--- config.mk ---
export PLATFORM = sky130hd
export DESIGN_NAME = palindromic_prime_check_unit
export DESIGN_NICKNAME = d
export VERILOG_FILES = /design/src/hdl/ppc_pkg.sv /design/src/hdl/ppc_datapath.sv /design/src/hdl/ppc_ctrl.sv /design/src/hdl/palindromic_prime_check_unit.sv
export SDC_FILE = /design/constraint.sdc
export NUM_CORES = 1
export LEC_CHECK = 0
export CAP_MARGIN = 15
export CORE_UTILIZATION = 50
export CTS_CLUSTER_SIZE = 30
export DETAILED_ROUTE_END_ITERATION = 7
export DONT_BUFFER_PORTS = 1
export PLACE_DENSITY = 0.7
export RECOVER_POWER = 50
export SLEW_MARGIN = 20
export SYNTH_ARGS = -nofsm -noshare
export SYNTH_HDL_FRONTEND = slang
export SYNTH_SLANG_ARGS = --single-unit
--- constraint.sdc ---
create_clock -name clk -period 10.6 [get_ports clk]
set_input_delay 0.53 -clock clk [delete_from_list [all_inputs] [get_ports clk]]
set_output_delay 0.53 -clock clk [all_outputs]
set_load 0.005 [all_outputs]
--- src/hdl/ppc_pkg.sv ---
// Shared types, constants and helpers for the palindromic prime check unit.
package ppc_pkg;

	// Candidate word width and derived sizes
	localparam int CandW       = 17;
	localparam int DivW        = 9;   // trial divisors stay below 512 for a 17-bit word
	localparam int SqW         = 2 * DivW;
	localparam int RevW        = 20;  // reversed digits of any 17-bit value fit here
	localparam int CntW        = 5;
	localparam int LimW        = 34;
	localparam int DecimalDigitsDefault = 5;

	localparam logic [CntW-1:0] DivLast  = CntW'(CandW - 1);
	localparam logic [DivW-1:0] FirstDiv = DivW'(2);
	localparam logic [SqW-1:0]  FirstSq  = SqW'(4);

	// ceil(2^20 / 10): (x * Recip10) >> RecipShift is x / 10 for every 17-bit x
	localparam logic [CandW-1:0] Recip10    = CandW'(104858);
	localparam int               RecipShift = 20;

	// Ten raised to a digit count, evaluated at elaboration
	function automatic logic [LimW-1:0] pow10(input int digits);
		logic [LimW-1:0] acc;
		acc = LimW'(1);
		for (int k = 0; k < digits; k++) begin
			acc = LimW'(acc * LimW'(10));
		end
		return acc;
	endfunction

	// Controller states
	typedef enum logic [3:0] {
		ST_IDLE,
		ST_PRIME_TEST,
		ST_DIV_TRIAL,
		ST_CHECK_TRIAL,
		ST_PAL_START,
		ST_DIV_PAL,
		ST_ACC_PAL,
		ST_FINISH,
		ST_RESULT
	} state_t;

	// Commands from controller to datapath
	typedef struct packed {
		logic load;
		logic clr_prime;
		logic div_trial;
		logic div_pal;
		logic div_step;
		logic pal_step;
		logic next_trial;
		logic acc;
		logic finish;
	} cmd_t;

	// Status from datapath to controller
	typedef struct packed {
		logic below_two;
		logic bound_ok;
		logic div_last;
		logic rem_zero;
		logic quot_zero;
		logic in_range;
	} stat_t;

endpackage

--- src/hdl/ppc_datapath.sv ---
// Datapath: restoring trial divider, trial bound tracking, digit reversal, result word.
module ppc_datapath #(
	parameter int DECIMAL_DIGITS = ppc_pkg::DecimalDigitsDefault
) (
	input  logic                      clk,
	input  logic                      arst_n,
	input  logic [ppc_pkg::CandW-1:0] candidate,
	input  ppc_pkg::cmd_t             cmd,
	output ppc_pkg::stat_t            stat,
	output logic [ppc_pkg::CandW-1:0] echo_value,
	output logic                      prime_flag,
	output logic                      palindrome_flag,
	output logic                      both_flag
);

	localparam int CandW = ppc_pkg::CandW;
	localparam int DivW  = ppc_pkg::DivW;
	localparam int SqW   = ppc_pkg::SqW;
	localparam int RevW  = ppc_pkg::RevW;
	localparam int CntW  = ppc_pkg::CntW;
	localparam int LimW  = ppc_pkg::LimW;
	localparam int ProdW = 2 * CandW;
	localparam logic [LimW-1:0] Limit = ppc_pkg::pow10(DECIMAL_DIGITS);

	logic [CandW-1:0] value_q;
	logic [DivW-1:0]  b_q;
	logic [SqW-1:0]   sq_q;
	logic [CandW-1:0] quot_q;
	logic [DivW-1:0]  rem_q;
	logic [DivW-1:0]  divisor_q;
	logic [CntW-1:0]  cnt_q;
	logic [RevW-1:0]  rev_q;
	logic             prime_q;
	logic [CandW-1:0] tens_q;

	logic [DivW:0]    trial;
	logic             ge;
	logic [DivW-1:0]  rem_n;
	logic [RevW-1:0]  rev_n;
	logic             pal;
	logic [ProdW-1:0] prod10;
	logic [CandW-1:0] tens_n;
	logic [3:0]       digit;

	// One restoring division step
	always_comb begin
		trial = {rem_q, quot_q[CandW-1]};
		ge    = trial >= {1'b0, divisor_q};
		rem_n = ge ? DivW'(trial - {1'b0, divisor_q}) : trial[DivW-1:0];
	end

	// Divide the remaining digits by ten with a reciprocal multiply
	assign prod10 = ProdW'(quot_q) * ProdW'(ppc_pkg::Recip10);
	assign tens_n = CandW'(prod10 >> ppc_pkg::RecipShift);

	// Peel off the low digit and shift it into the reversed value
	assign digit = 4'(RevW'(quot_q) - RevW'({tens_q, 3'b000}) - RevW'({tens_q, 1'b0}));
	assign rev_n = RevW'({rev_q, 3'b000}) + RevW'({rev_q, 1'b0}) + RevW'(digit);
	assign pal   = stat.in_range && (rev_q == RevW'(value_q));

	// Report status
	always_comb begin
		stat.below_two = value_q < CandW'(2);
		stat.bound_ok  = sq_q <= SqW'(value_q);
		stat.div_last  = cnt_q == ppc_pkg::DivLast;
		stat.rem_zero  = rem_q == '0;
		stat.quot_zero = tens_q == '0;
		stat.in_range  = LimW'(value_q) < Limit;
	end

	// Control part of the datapath
	always_ff @(posedge clk or negedge arst_n) begin
		if (!arst_n) begin
			cnt_q   <= '0;
			prime_q <= 1'b0;
		end else begin
			if (cmd.load) begin
				prime_q <= 1'b1;
			end else if (cmd.clr_prime) begin
				prime_q <= 1'b0;
			end
			if (cmd.div_trial) begin
				cnt_q <= '0;
			end else if (cmd.div_step) begin
				cnt_q <= CntW'(cnt_q + CntW'(1));
			end
		end
	end

	// Working registers
	always_ff @(posedge clk) begin
		if (cmd.load) begin
			value_q <= candidate;
			b_q     <= ppc_pkg::FirstDiv;
			sq_q    <= ppc_pkg::FirstSq;
			rev_q   <= '0;
		end
		if (cmd.next_trial) begin
			b_q  <= DivW'(b_q + DivW'(1));
			sq_q <= SqW'(sq_q + SqW'({b_q, 1'b0}) + SqW'(1));
		end
		if (cmd.div_trial) begin
			quot_q    <= value_q;
			rem_q     <= '0;
			divisor_q <= b_q;
		end else if (cmd.div_pal) begin
			quot_q <= value_q;
		end else if (cmd.div_step) begin
			quot_q <= {quot_q[CandW-2:0], ge};
			rem_q  <= rem_n;
		end else if (cmd.acc) begin
			quot_q <= tens_q;
		end
		if (cmd.pal_step) begin
			tens_q <= tens_n;
		end
		if (cmd.acc) begin
			rev_q <= rev_n;
		end
	end

	// Capture the result word
	always_ff @(posedge clk) begin
		if (cmd.finish) begin
			echo_value      <= value_q;
			prime_flag      <= prime_q;
			palindrome_flag <= pal;
			both_flag       <= prime_q && pal;
		end
	end

endmodule

--- src/hdl/ppc_ctrl.sv ---
// Controller: sequences trial divisions, digit extraction and the result strobe.
module ppc_ctrl (
	input  logic           clk,
	input  logic           arst_n,
	input  logic           start,
	input  ppc_pkg::stat_t stat,
	output ppc_pkg::cmd_t  cmd,
	output logic           busy,
	output logic           done
);

	ppc_pkg::state_t state_q;
	ppc_pkg::state_t state_n;

	// Advance state
	always_ff @(posedge clk or negedge arst_n) begin
		if (!arst_n) begin
			state_q <= ppc_pkg::ST_IDLE;
		end else begin
			state_q <= state_n;
		end
	end

	// Next state
	always_comb begin
		state_n = state_q;
		case (state_q)
			ppc_pkg::ST_IDLE: begin
				if (start) state_n = ppc_pkg::ST_PRIME_TEST;
			end
			ppc_pkg::ST_PRIME_TEST: begin
				if (stat.below_two || !stat.bound_ok) state_n = ppc_pkg::ST_PAL_START;
				else state_n = ppc_pkg::ST_DIV_TRIAL;
			end
			ppc_pkg::ST_DIV_TRIAL: begin
				if (stat.div_last) state_n = ppc_pkg::ST_CHECK_TRIAL;
			end
			ppc_pkg::ST_CHECK_TRIAL: begin
				if (stat.rem_zero) state_n = ppc_pkg::ST_PAL_START;
				else state_n = ppc_pkg::ST_PRIME_TEST;
			end
			ppc_pkg::ST_PAL_START: begin
				if (stat.in_range) state_n = ppc_pkg::ST_DIV_PAL;
				else state_n = ppc_pkg::ST_FINISH;
			end
			ppc_pkg::ST_DIV_PAL: state_n = ppc_pkg::ST_ACC_PAL;
			ppc_pkg::ST_ACC_PAL: begin
				if (stat.quot_zero) state_n = ppc_pkg::ST_FINISH;
				else state_n = ppc_pkg::ST_DIV_PAL;
			end
			ppc_pkg::ST_FINISH: state_n = ppc_pkg::ST_RESULT;
			ppc_pkg::ST_RESULT: state_n = ppc_pkg::ST_IDLE;
			default: state_n = ppc_pkg::ST_IDLE;
		endcase
	end

	// Drive commands
	always_comb begin
		cmd  = '0;
		busy = 1'b1;
		done = 1'b0;
		case (state_q)
			ppc_pkg::ST_IDLE: begin
				busy     = 1'b0;
				cmd.load = start;
			end
			ppc_pkg::ST_PRIME_TEST: begin
				cmd.clr_prime = stat.below_two;
				cmd.div_trial = !stat.below_two && stat.bound_ok;
			end
			ppc_pkg::ST_DIV_TRIAL: cmd.div_step = 1'b1;
			ppc_pkg::ST_CHECK_TRIAL: begin
				cmd.clr_prime  = stat.rem_zero;
				cmd.next_trial = !stat.rem_zero;
			end
			ppc_pkg::ST_PAL_START: cmd.div_pal = stat.in_range;
			ppc_pkg::ST_DIV_PAL: cmd.pal_step = 1'b1;
			ppc_pkg::ST_ACC_PAL: cmd.acc = 1'b1;
			ppc_pkg::ST_FINISH: cmd.finish = 1'b1;
			ppc_pkg::ST_RESULT: done = 1'b1;
			default: busy = 1'b1;
		endcase
	end

endmodule

--- src/hdl/palindromic_prime_check_unit.sv ---
// Top level: palindromic prime check with a bit-serial trial divider and a divide-by-ten unit.
// Work: one 17-step trial division per trial divisor tried (b*b <= candidate), then one
// divide-by-ten and accumulate pass per decimal digit, then the FINISH and RESULT states.
// Throughput: one word at a time; start is taken only while busy is low, the cycle after done.
// The result word holds until the next result; done is high for one cycle, without stall.
// Reset (arst_n low) returns the controller to idle and drops busy and done at once.
module palindromic_prime_check_unit #(
	parameter int DECIMAL_DIGITS = ppc_pkg::DecimalDigitsDefault
) (
	input  logic                      clk,
	input  logic                      arst_n,
	input  logic                      start,
	input  logic [ppc_pkg::CandW-1:0] candidate,
	output logic                      busy,
	output logic                      done,
	output logic [ppc_pkg::CandW-1:0] echo_value,
	output logic                      prime_flag,
	output logic                      palindrome_flag,
	output logic                      both_flag
);

	ppc_pkg::cmd_t  cmd;
	ppc_pkg::stat_t stat;

	// Sequence the work
	ppc_ctrl u_ctrl (
		.clk    (clk),
		.arst_n (arst_n),
		.start  (start),
		.stat   (stat),
		.cmd    (cmd),
		.busy   (busy),
		.done   (done)
	);

	// Divide, reverse and hold the result word
	ppc_datapath #(
		.DECIMAL_DIGITS (DECIMAL_DIGITS)
	) u_datapath (
		.clk             (clk),
		.arst_n          (arst_n),
		.candidate       (candidate),
		.cmd             (cmd),
		.stat            (stat),
		.echo_value      (echo_value),
		.prime_flag      (prime_flag),
		.palindrome_flag (palindrome_flag),
		.both_flag       (both_flag)
	);

endmodule
==> reports/qor.log <==
qor: min_path.worstHoldPathType in -> reg
qor: clock_network.tritoncts done
qor: final_layout.layout-drive-gt1-share 3.97%
qor: clock_network.clk_pin_slew 0.06 ns
qor: global_route.first_global_vias 8687
qor: routing.detail_route.first_pass.iterations 5
qor: synth.async_reset_ff_share 6.99%
qor: clock_network.tritoncts.num_buffers 17
qor: clock_network.tritoncts_num_sinks 143
qor: clock_network.ctsHtreeMaxLevel 4
qor: worst_setup_path.cp_num_buf_inv 4
qor: sta.post-route-period-util 56.0%
qor: sta.maxSlewHeadroom -18.6%
qor: clock_network.cts_post_setup_buffers_inserted 0
qor: global_route.grt_antenna_before_repair 1
qor: synth.warnings_from_yosys 0
qor: synth.yosysTopAreaCell edfxtp_1
qor: sta.max_slew.worst_pin.slew 1.76 ns
qor: placement.detailedPlacementHpwl 22200 um
qor: synth.ys_ff_latch 143
qor: worst_setup_path.cp.arrival 6.10 ns
qor: routing.routedLengthMet1 12500 um
qor: placement.routabilityCongestion 0.908
qor: synth.yosysMostFrequentCell inv_1
qor: global_route.global_route.overflow_total 0
qor: global_route.grt_first_pass_wirelength 44900 um
qor: clock_network.worst_skew_pair.late_latency 0.42 ns
qor: die.standard_cell_core_area 0.0252 mm^2
qor: routing.postRouteAntennaNets 0
qor: global_route.grt_max_degree 39
qor: worst_setup_path.cp_top_family adder cells
qor: sta.final-max-slew-violation-count 36
qor: routing.top_signal_layer_used met4
qor: worst_setup_path.crit_path_max_fanout 6
qor: synth.distinct_cells_synth 65
qor: routing.drtIter0Drc 499
qor: flow_run.timing.max_cap.violations 2
qor: routing.average_detailed_routed_wire_length_per_instance 17.8 um
qor: final_layout.syn2layout_area_growth 7.81%
qor: worst_setup_path.endpoint_kind register
qor: outcome.failed_checks capacitance limit, slew limit
qor: worst_setup_path.cp_slowest_cell fa_1
qor: routing.route.detailed.vias_per_inst 5.48
qor: die.chipWidth 162 um
qor: routing.wl 27800 um
qor: synth.ranking_of_synthesized_cells_by_area edfxtp_1, ha_1, fa_1
qor: sta.finalClockSkew 0.0127 ns
qor: clock_network.cts_repair_resize_count 0
qor: sta.hold_viol_final 0
qor: synth.post_synth_instance_area 0.0128 mm^2
qor: die.placementRows 58
qor: synth.synth-seq-area-share 32.4%
qor: final_layout.finish.net_count 1541
qor: sta.finalSetupTns 0 ns
qor: synth.synth_flop_cell edfxtp_1
qor: synth.mappedNetlistNets 1532
qor: routing.route.met3.wl 1250 um
qor: sta.rsz0062_at_grt false
qor: die.floorplan.initialDensity 50.9%
qor: worst_setup_path.worstSetupStartpointType register
qor: sta.finalSetupViolations 0
qor: global_route.global_route.usage.total 22.2%
qor: sta.layout_min_cycle_time 5.94 ns
qor: routing.vias 8566
qor: synth.synth.avg_cell_area 10.6 um^2
qor: die.die_height 162 um
qor: clock_network.max-clock-path-buffers 2
qor: synth.yosysTopAreaCellShare 29.0%
qor: die.floorplan.die_area 0.0263 mm^2
qor: worst_setup_path.crit_path_max_incr_delay 0.55 ns
qor: worst_setup_path.timing.critical_path.required 10.76 ns
qor: synth.synthesis.instances 1211
qor: clock_network.cts_root_buf clkbuf_16
qor: placement.numPortBuffers 0
qor: outcome.outcome finished with violations
qor: routing.detailed_route_drc_error_count 0
qor: die.io_pins 42
qor: worst_setup_path.most_numerous_cell_on_the_critical_path fa_1
qor: worst_setup_path.path_cells ha_1, inv_1, fa_1, inv_1, fa_1, fa_1, inv_1, fa_1, fa_1, inv_1, ha_1, a211oi_1, nor2_1, a211oi_1, o2bb2ai_1, o21ai_1, o21ai_0, a21oi_1, xnor2_1
qor: final_layout.fillCellCount 2163
qor: routing.detailed_routed_wire_length_on_met2 13500 um
qor: sta.fmaxAchievable 168 MHz
qor: worst_setup_path.path_class reg -> reg
qor: synth.netlist_top_cells_count inv_1, ha_1, edfxtp_1
qor: synth.synth_edf_count 124
-- kinds of logic after synthesis --
family,synth area share [%]
fa+ha+maj,34.7
mux,1.53
simple gates,9.32
xor+xnor,5.19
buf+inv,7.28
flops,32.4
compound gates,9.62
-- metrics by stage --
step	instance area (um^2)	util, %	hold slack, ns	instances	worst slack (ns)
finish	13800	54.9	0.209	1564	4.66
floorplan	12800	-	0.234	1211	5.19
CTS	13800	55.0	0.195	1563	4.71
detailed placement	13200	52.5	0.235	1530	4.72
global route	13800	54.9	0.187	1564	4.41
global placement	13200	52.5	0.236	1530	4.79
-- metal layers --
metal,vias up,track usage (%)
li1,4192,-
met1,4166,29.6
met2,172,37.8
met3,36,3.50
met4,0,5.70
met5,-,0
-- final timing paths --
path                                      start                     to  slack, ns  cells after the start
min in group asynchronous                arst_n     u_datapath.prime_q       0.52                      1
setup reg to reg           u_datapath.quot_q[7]  u_datapath.tens_q[13]       4.66                     19
hold / removal                     candidate[1]  u_datapath.value_q[1]       0.21                      0
max in group asynchronous                arst_n    u_datapath.cnt_q[3]       9.74                      1
hold reg to reg             u_datapath.rem_q[8]    u_datapath.rem_q[8]       0.49                      2
setup / recovery           u_datapath.quot_q[7]  u_datapath.tens_q[13]       4.66                     19
-- flip-flops by register name, summed over array words and instances (netlist names) --
signal	flops
u_ctrl.state_q	4
u_datapath.echo_value	17
u_datapath.divisor_q	9
u_datapath.palindrome_flag	1
u_datapath.rem_q	9
u_datapath.rev_q	20
u_datapath.prime_q	1
u_datapath.value_q	17
u_datapath.tens_q	14
u_datapath.prime_flag	1
u_datapath.sq_q	18
u_datapath.cnt_q	5
u_datapath.both_flag	1
u_datapath.b_q	9
u_datapath.quot_q	17
-- final cells by class --
type	instances	area, um^2	share of cell area [%]
Antenna cell	1	2.50	0.0181
Clock buffer	18	429	3.10
Clock inverter	14	179	1.29
Inverter	225	845	6.11
Multi-Input combinational cell	824	7750	56.0
Sequential cell	143	4150	30.0
Tap cell	330	413	2.99
Timing Repair Buffer	9	62.6	0.452
-- cell usage in the layout, fill, tap and decap left out, types with 7 or more instances in the layout --
master,instances
xnor2_1,35
clkbuf_16,17
nand2b_1,11
fa_1,91
edfxtp_1,124
and2_1,7
a21oi_1,41
dfrtp_1,10
nor2_1,77
dfxtp_1,9
a21o_1,25
mux2i_1,17
ha_1,210
nand2_1,38
nor3_1,15
inv_1,225
nor4_1,13
xor2_1,41
o21ai_1,15
a211oi_1,16
nand4_1,15
o21ai_0,40
nand3_1,18
-- timing repair --
action                                  CTS  global route
hold buffers                              1             0
endpoints found under the setup margin    0             0
hold endpoints to repair                 10             0
Power is left out: the tool's default activity adds up to more than one toggle a clock period on the data nets, which glitch-free logic cannot reach.
